$ cat config.mk
export PLATFORM = sky130hd
export DESIGN_NAME = partial_order_line_closure
export DESIGN_NICKNAME = d
export VERILOG_FILES = /design/src/hdl/pol_pkg.sv /design/src/hdl/pol_parse.sv /design/src/hdl/pol_closure.sv /design/src/hdl/partial_order_line_closure.sv
export SDC_FILE = /design/constraint.sdc
export NUM_CORES = 2
export LEC_CHECK = 0
export ABC_CLOCK_PERIOD_IN_PS = 6200
export BUFFER_PORTS_ARGS = -buffer_cell sky130_fd_sc_hd__buf_2
export CAP_MARGIN = 20
export CORE_UTILIZATION = 40
export CTS_CLUSTER_DIAMETER = 40
export DETAILED_ROUTE_END_ITERATION = 10
export GPL_TIMING_DRIVEN = 0
export SKIP_CTS_REPAIR_TIMING = 1
export SYNTH_ARGS = -nofsm -noshare
export SYNTH_HDL_FRONTEND = slang
export SYNTH_HIERARCHICAL = 1
export SYNTH_SLANG_ARGS = --single-unit
$ cat constraint.sdc
create_clock -name clk -period 6.2 [get_ports clk]
set_input_delay 0.62 -clock clk [delete_from_list [all_inputs] [get_ports clk]]
set_output_delay 0.62 -clock clk [all_outputs]
set_load 0.005 [all_outputs]
$ cat src/hdl/pol_pkg.sv
package pol_pkg;

    localparam int MAX_EVENTS = 16;
    localparam int LABEL_BITS = 16;
    localparam int IDX_W      = $clog2(MAX_EVENTS);
    localparam int CNT_W      = $clog2(MAX_EVENTS + 1);

    localparam logic [LABEL_BITS-1:0] LABEL_MAX = '1;

    localparam logic [7:0] CH_TAB   = 8'h09;
    localparam logic [7:0] CH_NL    = 8'h0A;
    localparam logic [7:0] CH_CR    = 8'h0D;
    localparam logic [7:0] CH_SPACE = 8'h20;
    localparam logic [7:0] CH_COMMA = 8'h2C;
    localparam logic [7:0] CH_ZERO  = 8'h30;
    localparam logic [7:0] CH_NINE  = 8'h39;
    localparam logic [7:0] CH_COLON = 8'h3A;
    localparam logic [7:0] CH_GT    = 8'h3E;

    typedef enum logic [2:0] {
        ST_OK       = 3'd0,
        ST_BAD_EVT  = 3'd1,
        ST_BAD_PAIR = 3'd2,
        ST_RANGE    = 3'd3,
        ST_MISMATCH = 3'd4,
        ST_FORMAT   = 3'd5
    } status_t;

    typedef struct packed {
        logic                  valid;
        logic [IDX_W-1:0]      addr;
        logic [LABEL_BITS-1:0] data;
    } label_wr_t;

    typedef struct packed {
        logic             valid;
        logic [IDX_W-1:0] src;
        logic [IDX_W-1:0] dst;
    } pair_t;

    typedef struct packed {
        logic             valid;
        status_t          status;
        logic [CNT_W-1:0] count;
        logic [CNT_W-1:0] labels;
    } line_t;

endpackage

$ cat src/hdl/pol_parse.sv
module pol_parse
    import pol_pkg::*;
(
    input  logic        clk,
    input  logic        rst_n,
    input  logic        accept,
    input  logic [7:0]  char_in,
    input  logic        line_end,
    input  logic [4:0]  event_count,
    output label_wr_t   label_wr,
    output pair_t       pair_set,
    output line_t       line_done
);

    typedef enum logic [1:0] {
        PH_START,
        PH_EVENTS,
        PH_PAIRS
    } phase_t;

    phase_t                phase_reg, phase_next;
    status_t               err_reg, err_next;
    logic [CNT_W-1:0]      decl_reg, decl_next;
    logic [CNT_W-1:0]      nlab_reg, nlab_next;
    logic [LABEL_BITS-1:0] acc_reg, acc_next;
    logic [LABEL_BITS-1:0] pend_reg, pend_next;
    logic                  open_reg, open_next;
    logic                  commit;
    logic                  is_digit;

    function automatic logic [LABEL_BITS-1:0] accum(input logic [LABEL_BITS-1:0] a,
                                                    input logic [7:0] ch);
        logic [LABEL_BITS+3:0] v;
        v = (LABEL_BITS+4)'({a, 3'b000}) + (LABEL_BITS+4)'({a, 1'b0})
            + (LABEL_BITS+4)'(ch[3:0]);
        return (v > (LABEL_BITS+4)'(LABEL_MAX)) ? LABEL_MAX : v[LABEL_BITS-1:0];
    endfunction

    function automatic logic is_space(input logic [7:0] ch);
        return (ch == CH_SPACE) || (ch >= CH_TAB && ch <= CH_CR);
    endfunction

    function automatic logic in_range(input logic [LABEL_BITS-1:0] v,
                                      input logic [CNT_W-1:0] n);
        return (v != '0) && (v <= LABEL_BITS'(n));
    endfunction

    assign is_digit = (char_in >= CH_ZERO) && (char_in <= CH_NINE);

    always_comb
    begin
        phase_next = phase_reg;
        err_next   = err_reg;
        decl_next  = decl_reg;
        nlab_next  = nlab_reg;
        acc_next   = acc_reg;
        pend_next  = pend_reg;
        open_next  = open_reg;
        commit     = 1'b0;
        label_wr   = '0;
        pair_set   = '0;
        line_done  = '0;

        if (accept)
        begin
            // The declared count is taken with the first character of a line.
            if (phase_next == PH_START)
            begin
                phase_next = PH_EVENTS;
                if (32'(event_count) > MAX_EVENTS)
                begin
                    decl_next = CNT_W'(1);
                    err_next  = ST_FORMAT;
                end
                else if (event_count == 5'd0)
                begin
                    decl_next = CNT_W'(1);
                end
                else
                begin
                    decl_next = CNT_W'(event_count);
                end
            end

            if (err_next == ST_OK)
            begin
                if (phase_next == PH_EVENTS)
                begin
                    if (char_in == CH_COMMA || char_in == CH_COLON)
                    begin
                        if (nlab_next >= CNT_W'(MAX_EVENTS))
                        begin
                            err_next = ST_FORMAT;
                        end
                        else
                        begin
                            label_wr.valid = 1'b1;
                            label_wr.addr  = IDX_W'(nlab_next);
                            label_wr.data  = acc_next;
                            nlab_next      = nlab_next + CNT_W'(1);
                        end
                        acc_next = '0;
                        if (char_in == CH_COLON)
                        begin
                            phase_next = PH_PAIRS;
                        end
                    end
                    else if (is_digit)
                    begin
                        acc_next = accum(acc_next, char_in);
                    end
                    else if (!is_space(char_in))
                    begin
                        err_next = ST_BAD_EVT;
                    end
                end
                else
                begin
                    if (char_in == CH_GT)
                    begin
                        pend_next = acc_next;
                        acc_next  = '0;
                        open_next = 1'b1;
                    end
                    else if (char_in == CH_COMMA || char_in == CH_NL)
                    begin
                        commit = 1'b1;
                    end
                    else if (is_digit)
                    begin
                        acc_next  = accum(acc_next, char_in);
                        open_next = 1'b1;
                    end
                    else if (!is_space(char_in))
                    begin
                        err_next = ST_BAD_PAIR;
                    end
                end
            end

            // An unterminated pair is committed at the end of the line.
            if (line_end && err_next == ST_OK && phase_next == PH_PAIRS && open_next)
            begin
                commit = 1'b1;
            end

            if (commit)
            begin
                if (in_range(pend_next, decl_next) && in_range(acc_next, decl_next))
                begin
                    pair_set.valid = 1'b1;
                    pair_set.src   = IDX_W'(pend_next - LABEL_BITS'(1));
                    pair_set.dst   = IDX_W'(acc_next - LABEL_BITS'(1));
                end
                else
                begin
                    err_next = ST_RANGE;
                end
                acc_next  = '0;
                open_next = 1'b0;
            end

            if (line_end)
            begin
                if (err_next == ST_OK && phase_next != PH_PAIRS)
                begin
                    err_next = ST_FORMAT;
                end
                line_done.valid  = 1'b1;
                line_done.status = err_next;
                line_done.count  = decl_next;
                line_done.labels = nlab_next;
                phase_next = PH_START;
                err_next   = ST_OK;
                nlab_next  = '0;
                acc_next   = '0;
                pend_next  = '0;
                open_next  = 1'b0;
            end
        end
    end

    always_ff @(posedge clk or negedge rst_n)
    begin
        if (!rst_n)
        begin
            phase_reg <= PH_START;
            err_reg   <= ST_OK;
            decl_reg  <= CNT_W'(1);
            nlab_reg  <= '0;
            acc_reg   <= '0;
            pend_reg  <= '0;
            open_reg  <= 1'b0;
        end
        else
        begin
            phase_reg <= phase_next;
            err_reg   <= err_next;
            decl_reg  <= decl_next;
            nlab_reg  <= nlab_next;
            acc_reg   <= acc_next;
            pend_reg  <= pend_next;
            open_reg  <= open_next;
        end
    end

endmodule

$ cat src/hdl/pol_closure.sv
module pol_closure
    import pol_pkg::*;
(
    input  logic        clk,
    input  logic        rst_n,
    input  label_wr_t   label_wr,
    input  pair_t       pair_set,
    input  line_t       line_done,
    input  logic        out_stall,
    output logic        busy,
    output logic        out_valid,
    output logic [3:0]  row_index,
    output logic [15:0] event_label,
    output logic [15:0] successors,
    output logic [2:0]  status,
    output logic        last_row
);

    typedef enum logic [2:0] {
        S_IDLE,
        S_CLOSE,
        S_READ,
        S_LOAD,
        S_HOLD
    } state_t;

    state_t                state_reg, state_next;
    logic [IDX_W-1:0]      cnt_reg, cnt_next;
    logic [CNT_W-1:0]      n_reg, n_next;
    logic [CNT_W-1:0]      nlab_reg, nlab_next;
    logic [MAX_EVENTS-1:0] rel_reg [MAX_EVENTS];
    logic [MAX_EVENTS-1:0] rel_next [MAX_EVENTS];
    logic [MAX_EVENTS-1:0] pivot;
    logic                  at_last;

    logic                  ovalid_reg, ovalid_next;
    logic [IDX_W-1:0]      orow_reg, orow_next;
    logic [LABEL_BITS-1:0] olabel_reg, olabel_next;
    logic [MAX_EVENTS-1:0] osucc_reg, osucc_next;
    status_t               ostat_reg, ostat_next;
    logic                  olast_reg, olast_next;

    logic [LABEL_BITS-1:0] label_mem [MAX_EVENTS];
    logic [LABEL_BITS-1:0] rd_data_reg;

    assign pivot   = rel_reg[cnt_reg];
    assign at_last = (CNT_W'(cnt_reg) == n_reg - CNT_W'(1));

    always_comb
    begin
        state_next  = state_reg;
        cnt_next    = cnt_reg;
        n_next      = n_reg;
        nlab_next   = nlab_reg;
        rel_next    = rel_reg;
        ovalid_next = ovalid_reg;
        orow_next   = orow_reg;
        olabel_next = olabel_reg;
        osucc_next  = osucc_reg;
        ostat_next  = ostat_reg;
        olast_next  = olast_reg;

        if (pair_set.valid)
        begin
            rel_next[pair_set.src][pair_set.dst] = 1'b1;
        end

        unique case (state_reg)
            S_IDLE:
            begin
                if (line_done.valid)
                begin
                    n_next    = line_done.count;
                    nlab_next = line_done.labels;
                    cnt_next  = '0;
                    if (line_done.status != ST_OK)
                    begin
                        ovalid_next = 1'b1;
                        orow_next   = '0;
                        olabel_next = '0;
                        osucc_next  = '0;
                        ostat_next  = line_done.status;
                        olast_next  = 1'b1;
                        state_next  = S_HOLD;
                    end
                    else
                    begin
                        state_next = S_CLOSE;
                    end
                end
            end
            S_CLOSE:
            begin
                // One pivot per cycle: every row that reaches the pivot takes its row.
                for (int i = 0; i < MAX_EVENTS; i++)
                begin
                    if (rel_reg[i][cnt_reg])
                    begin
                        rel_next[i] = rel_reg[i] | pivot;
                    end
                end
                if (at_last)
                begin
                    cnt_next   = '0;
                    state_next = S_READ;
                end
                else
                begin
                    cnt_next = cnt_reg + IDX_W'(1);
                end
            end
            S_READ:
            begin
                state_next = S_LOAD;
            end
            S_LOAD:
            begin
                ovalid_next = 1'b1;
                orow_next   = cnt_reg;
                olabel_next = (CNT_W'(cnt_reg) < nlab_reg) ? rd_data_reg : '0;
                osucc_next  = pivot;
                ostat_next  = (nlab_reg != n_reg) ? ST_MISMATCH : ST_OK;
                olast_next  = at_last;
                state_next  = S_HOLD;
            end
            S_HOLD:
            begin
                if (!out_stall)
                begin
                    ovalid_next = 1'b0;
                    if (olast_reg)
                    begin
                        for (int i = 0; i < MAX_EVENTS; i++)
                        begin
                            rel_next[i] = '0;
                        end
                        state_next = S_IDLE;
                    end
                    else
                    begin
                        cnt_next   = cnt_reg + IDX_W'(1);
                        state_next = S_READ;
                    end
                end
            end
            default:
            begin
                state_next = S_IDLE;
            end
        endcase
    end

    always_ff @(posedge clk or negedge rst_n)
    begin
        if (!rst_n)
        begin
            state_reg  <= S_IDLE;
            cnt_reg    <= '0;
            n_reg      <= CNT_W'(1);
            nlab_reg   <= '0;
            for (int i = 0; i < MAX_EVENTS; i++)
            begin
                rel_reg[i] <= '0;
            end
            ovalid_reg <= 1'b0;
            orow_reg   <= '0;
            olabel_reg <= '0;
            osucc_reg  <= '0;
            ostat_reg  <= ST_OK;
            olast_reg  <= 1'b0;
        end
        else
        begin
            state_reg  <= state_next;
            cnt_reg    <= cnt_next;
            n_reg      <= n_next;
            nlab_reg   <= nlab_next;
            rel_reg    <= rel_next;
            ovalid_reg <= ovalid_next;
            orow_reg   <= orow_next;
            olabel_reg <= olabel_next;
            osucc_reg  <= osucc_next;
            ostat_reg  <= ostat_next;
            olast_reg  <= olast_next;
        end
    end

    always_ff @(posedge clk)
    begin
        if (label_wr.valid)
        begin
            label_mem[label_wr.addr] <= label_wr.data;
        end
        rd_data_reg <= label_mem[cnt_reg];
    end

    assign busy        = (state_reg != S_IDLE);
    assign out_valid   = ovalid_reg;
    assign row_index   = 4'(orow_reg);
    assign event_label = 16'(olabel_reg);
    assign successors  = 16'(osucc_reg);
    assign status      = ostat_reg;
    assign last_row    = olast_reg;

endmodule

$ cat src/hdl/partial_order_line_closure.sv
// Parses one text line of event labels and precedence pairs, one character per
// transaction, and returns the transitive closure as one row per declared event
// (or a single error row). Characters are taken one per cycle with no stall
// until the transaction that carries line_end. The block then stalls its input:
// the closure takes one pivot row per cycle over the declared events, merging
// it into every row that reaches it in parallel; each row then goes through
// reading the label store, loading the output register and presenting the row,
// where it waits for the taker. An error line gives its one row the cycle after
// line_end. The input is ready again the cycle after the last row is taken.
module partial_order_line_closure
    import pol_pkg::*;
(
    input  logic        clk,
    input  logic        rst_n,
    input  logic        in_valid,
    output logic        in_stall,
    input  logic [7:0]  char_in,
    input  logic        line_end,
    input  logic [4:0]  event_count,
    output logic        out_valid,
    input  logic        out_stall,
    output logic [3:0]  row_index,
    output logic [15:0] event_label,
    output logic [15:0] successors,
    output logic [2:0]  status,
    output logic        last_row
);

    label_wr_t label_wr;
    pair_t     pair_set;
    line_t     line_done;
    logic      busy;
    logic      accept;

    assign in_stall = busy;
    assign accept   = in_valid && !busy;

    pol_parse u_parse (
        .clk         (clk),
        .rst_n       (rst_n),
        .accept      (accept),
        .char_in     (char_in),
        .line_end    (line_end),
        .event_count (event_count),
        .label_wr    (label_wr),
        .pair_set    (pair_set),
        .line_done   (line_done)
    );

    pol_closure u_closure (
        .clk         (clk),
        .rst_n       (rst_n),
        .label_wr    (label_wr),
        .pair_set    (pair_set),
        .line_done   (line_done),
        .out_stall   (out_stall),
        .busy        (busy),
        .out_valid   (out_valid),
        .row_index   (row_index),
        .event_label (event_label),
        .successors  (successors),
        .status      (status),
        .last_row    (last_row)
    );

endmodule

# Word level (Yosys, flattened, before mapping)
# Memories as Yosys holds them, arrays and structs flattened. A register that Yosys moved wholly into a read port is not among the register bits.
# Index checks and enable logic that the tools add are counted.
[word_totals]
regBits = 362
mem_bits_rw = 256
in_bits = 18
output_inout_bits = 42
word_cells = 293
n_memories = 1
[op_classes]
addsub = 7
n_lt_le_gt_ge = 16
n_eq_ne = 19
n_mux = 164
n_bitwise = 19
reduce_logical = 34
[memory_table]
columns = ["memory", "words", "word_bits", "read_ports", "rd_ports_with_merged_regs", "write_ports", "line_no", "rtl"]
rows = [
  ["u_closure.label_mem", 16, 16, 1, 1, 1, "pol_closure.sv:43", "logic [LABEL_BITS-1:0] label_mem [MAX_EVENTS];"],
]
[op_table]
columns = ["operator", "n"]
rows = [
  ["two-way mux 256 bit", 3],
  ["two-way mux 16 bit", 37],
  ["one-hot mux 256 bit (2 select lines)", 1],
  ["OR 16 bit", 16],
  ["OR 256 bit", 1],
  ["two-way mux 21 bit", 5],
  ["two-way mux 3 bit", 26],
  ["binary-select mux 1 bit (select 4 bit)", 16],
  ["binary-select mux 16 bit (select 4 bit)", 1],
  ["demux 16 bit (select 4 bit)", 1],
  ["one-hot mux 16 bit (2 select lines)", 2],
  ["two-way mux 5 bit", 9],
  ["two-way mux 1 bit", 36],
  ["equality test 8 x 6 -> 1 bit, second input constant", 4],
  ["less-or-equal comparator 16 x 5 -> 1 bit", 2],
  ["nonzero test 16 bit", 2],
  ["two-way mux 14 bit", 2],
  ["two-way mux 9 bit", 3],
  ["two-way mux 4 bit", 6],
  ["adder 19 x 17 -> 20 bit", 1],
  ["adder 20 x 4 -> 20 bit", 1],
  ["greater-than comparator 20 x 16 -> 1 bit, second input constant", 1],
  ["two-way mux 2 bit", 9],
  ["greater-or-equal comparator 5 bit, second input constant", 3],
  ["other kinds (42)", 71],
]

# Longest topological paths before layout
[depth]
depth_word = 30
depth_mapped = 30

# Modules after synthesis
# Netlist, hierarchy kept.
[by_module_without_submodules]
columns = ["module", "instances", "cells_per_inst", "area_each_um2", "seq_area_each_um2"]
rows = [
  ["pol_closure", 1, 2241, 28340.9, 15866.5],
  ["pol_parse", 1, 602, 4827.1, 1202.4],
  ["partial_order_line_closure", 1, 1, 13.8, 0.0],
]

# Worst setup path after synthesis
# No wires, ideal clock.
[synth_path]
path_type = "input to register"
start = "input char_in[3]"
end = "register u_closure/rel_reg[217] (netlist bit)"
setup_time_ps = 90
arrival_time_ps = 6891
setup_slack_ps = -781
cell_stages = 29
n_path_buf = 5
cell_sequence = "inv_1 -> fa_1 -> fa_1 -> nand2b_2 -> a211oi_4 -> o21ai_1 -> nor2b_1 -> o211a_1 -> or4_1 -> buf_2 -> a211oi_1 -> a211oi_2 -> ha_1 -> nand2_1 -> nor2_1 -> a2111oi_0 -> o221ai_1 -> nor2_1 -> nor4bb_1 -> nand4_1 -> or4b_1 -> buf_6 -> a21oi_2 -> clkbuf_1 -> nor2b_1 -> clkbuf_1 -> nand3_1 -> clkbuf_1 -> o221ai_1"
[synth_rtl]
columns = ["element", "line_no", "rtl"]
rows = [
  ["start: declaration", "partial_order_line_closure.sv:17", "input logic [7:0] char_in,"],
  ["end signal: assignment", "pol_closure.sv:178", "rel_reg <= rel_next;"],
  ["end: declaration", "pol_closure.sv:31", "logic [MAX_EVENTS-1:0] rel_reg [MAX_EVENTS];"],
]

==> impl_metrics.toml <==
[clock_tree]
cts_max_level = 3
cts_root_buf = "clkbuf_16"
cts_tree = "done"
clk_path_buf_depth = 3
clk_pin_slew_ns = 0.06
insertion_delay_ns = 0.68
clkSinkCount = 634
numCtsBuffers = 106

[sta]
period_share_pct = 114
hold_viol_final = 0
whs_ns = 0.0283
drv_slew = 4
slew_headroom_pct = -2.92
tightest_slew_ns = 1.54
timing.fmax_mhz = 141
finalClockSkew_ns = 0.0272
min_period_ns = 7.09
layout_setup_ws_ns = -0.890
fin_tns_setup_ns = -211.23
setup_viol = 299
rsz0062_at_grt = "yes"

[route]
wl_per_cell_um = 33.5
routed_wl_um = 145000
vias_per_cell = 6.60
drc = 0
drt_pass1_iterations = 9
dr_total_vias = 28400
postRouteAntennaNets = 0
drt_iter0_drc = 3767

[setup_path]
crit_type = "reg2reg"
max_stage_delay_ns = 0.62
path_max_fanout = 10
cp_common_cell = "a211oi_4"
cp_data_required_time_ns = 6.78
critPathLaunchType = "flop"
end_kind = "flop"
crit_slowest_cell = "or4b_4"
critical_path_arrival_ns = 7.67

[synth]
synth_edf_count = 256
async_flop_share_pct = 57.1
synth_fp_nets = 2915
ys_warn_count = 6
yosys_most_used_dff = "dfrtp_1"
yosysTopAreaCellShare_pct = 27.1
avgSynthCellArea_sq_um = 11.7
synth_top_cells_by_area = "dfrtp_1 27%, edfxtp_1 23%, mux4_2 6.4%"
syn_area_sq_um = 33200
syn_inst = 2844
synth_cell_types = 105
seq_area_frac_synth_pct = 51.4
synth_area_leader_cell = "dfrtp_1"
synth_seq_cells = 634

[layout]
stdcell_count = 4311
fin_util_pct = 51.1
drive_above_1_share_pct = 28.5
syn_to_final_growth_pct = 26.5
final_nets = 3218

[power]
ir_drop_v = 0.000309
powerDensity_nw_per_um2 = 501
p_leak_nw = 15.6

[floorplanning]
core_sq_um = 82100
placementRows = 105
start_util_pct = 40.4
fp.dieH_um = 290
io_pins = 60
die_w_um = 290
dieArea_sq_um = 84100

[run_status]
failed_checks = "slew limit, setup timing"
status = "finished with violations"

[placement]
io_buffer_count = 59
placed_cells = 3993
gp_congestion = 1.04
hpwl_um = 100000

[global_routing]
grt_antenna_before_repair = 6
grt_usage_pct = 33.1
grt_overflow = 0
grt_first_pass_wirelength_um = 200000
grt_pass1_vias = 27300
grt_max_degree = 106

[run]
cap_viol_max_count = 0

[worst_hold_path]
hold_class = "in2async"
==> cell usage in the layout (no fill, tap or decap), types with 46 or more instances in the layout <==
master,n
edfxtp_1,256
o21ai_2,54
o21ai_0,102
a22oi_1,214
mux2i_1,154
buf_2,101
ha_1,46
buf_6,53
inv_1,59
a21oi_1,90
nand2_1,185
mux4_2,94
buf_4,91
nor2_1,72
dfrtp_1,353
clkbuf_1,101
o21ai_1,147
clkbuf_16,116
==> layout make-up <==
cell class	count	area, sq um
diodes	3	7.51
well taps	1070	1340
flip-flops and latches	634	17100
clock inverters	77	858
multi-input cells	1901	15800
fillers	7104	40200
plain buffers	238	1840
inverters	66	260
repair buffers	200	1960
clock buffers	122	2820
==> cell families after synthesis <==
kind of cell	synth area share (%)
adders and majority gates	2.04
DFF	51.4
AOI/OAI and AO/OA	20.4
buffers and inverters	4.74
and+or+nand+nor	8.73
muxes	12.0
xor gates and xnor gates	0.660
==> power breakdown <==
group          internal [mW]  switching (mW)  total [mW]
sequential              5.21           0.947        6.16
clock                   3.69            2.34        6.03
combinational           2.97            5.87        8.83
==> worst paths after layout <==
path / start / to / slack (ns) / cells after the start
min: rst_n / u_closure/rel_reg[50] / 0.03 / 1
max reg2reg: u_parse/acc_reg[0] / u_closure/rel_reg[30] / -0.89 / 29
min in group clk: out_stall / u_closure/state_reg[2] / 0.22 / 3
max: u_parse/acc_reg[0] / u_closure/rel_reg[30] / -0.89 / 29
max in group asynchronous: rst_n / u_closure/n_reg[0] / 4.79 / 3
min reg2reg: u_closure/rd_data_reg[9] / u_closure/event_label[9] / 0.45 / 1
==> Yosys cell counts, drive strengths merged, types with 29 or more instances <==
master / number
nor2: 100
o22ai: 33
mux2i: 154
nand2b: 42
nor3: 57
o21ai: 305
mux4: 94
a21oi: 94
and3: 29
clkbuf: 139
inv: 65
nand3: 40
o2bb2ai: 31
buf: 104
edfxtp: 256
dfrtp: 360
o221ai: 49
a221oi: 42
ha: 51
a22oi: 237
nand2: 194
==> worst max-delay path: cells and delay by family, from the launching register on <==
| kind | cells | cell delay (ns) |
|---|---|---|
| flops | 1 | 0.45 |
| simple gates | 12 | 2.78 |
| compound gates | 9 | 1.84 |
| fa+ha+maj | 3 | 1.18 |
| buf+inv | 5 | 0.72 |
==> metal layers <==
layer	track usage (%)	part of all wire (%)	vias up
met4	19.1	7.3	10
met1	41.2	38	14400
li1	-	-	11800
met3	8.69	9.7	507
met2	52.1	45	1820
met5	0	0.048	-
==> stage by stage <==
stage	power (mW)	setup WS [ns]	area, sq um
2_1_floorplan	10.9	-0.246	33800
3_3_place_gp	14.2	-2.88	35400
3_5_place_dp	14.4	-2.67	35800
4_1_cts	20.4	-2.56	39500
5_1_grt	21.6	-1.10	42000
6_report	21.0	-0.890	42000
Power figures use the tool's default switching activity.
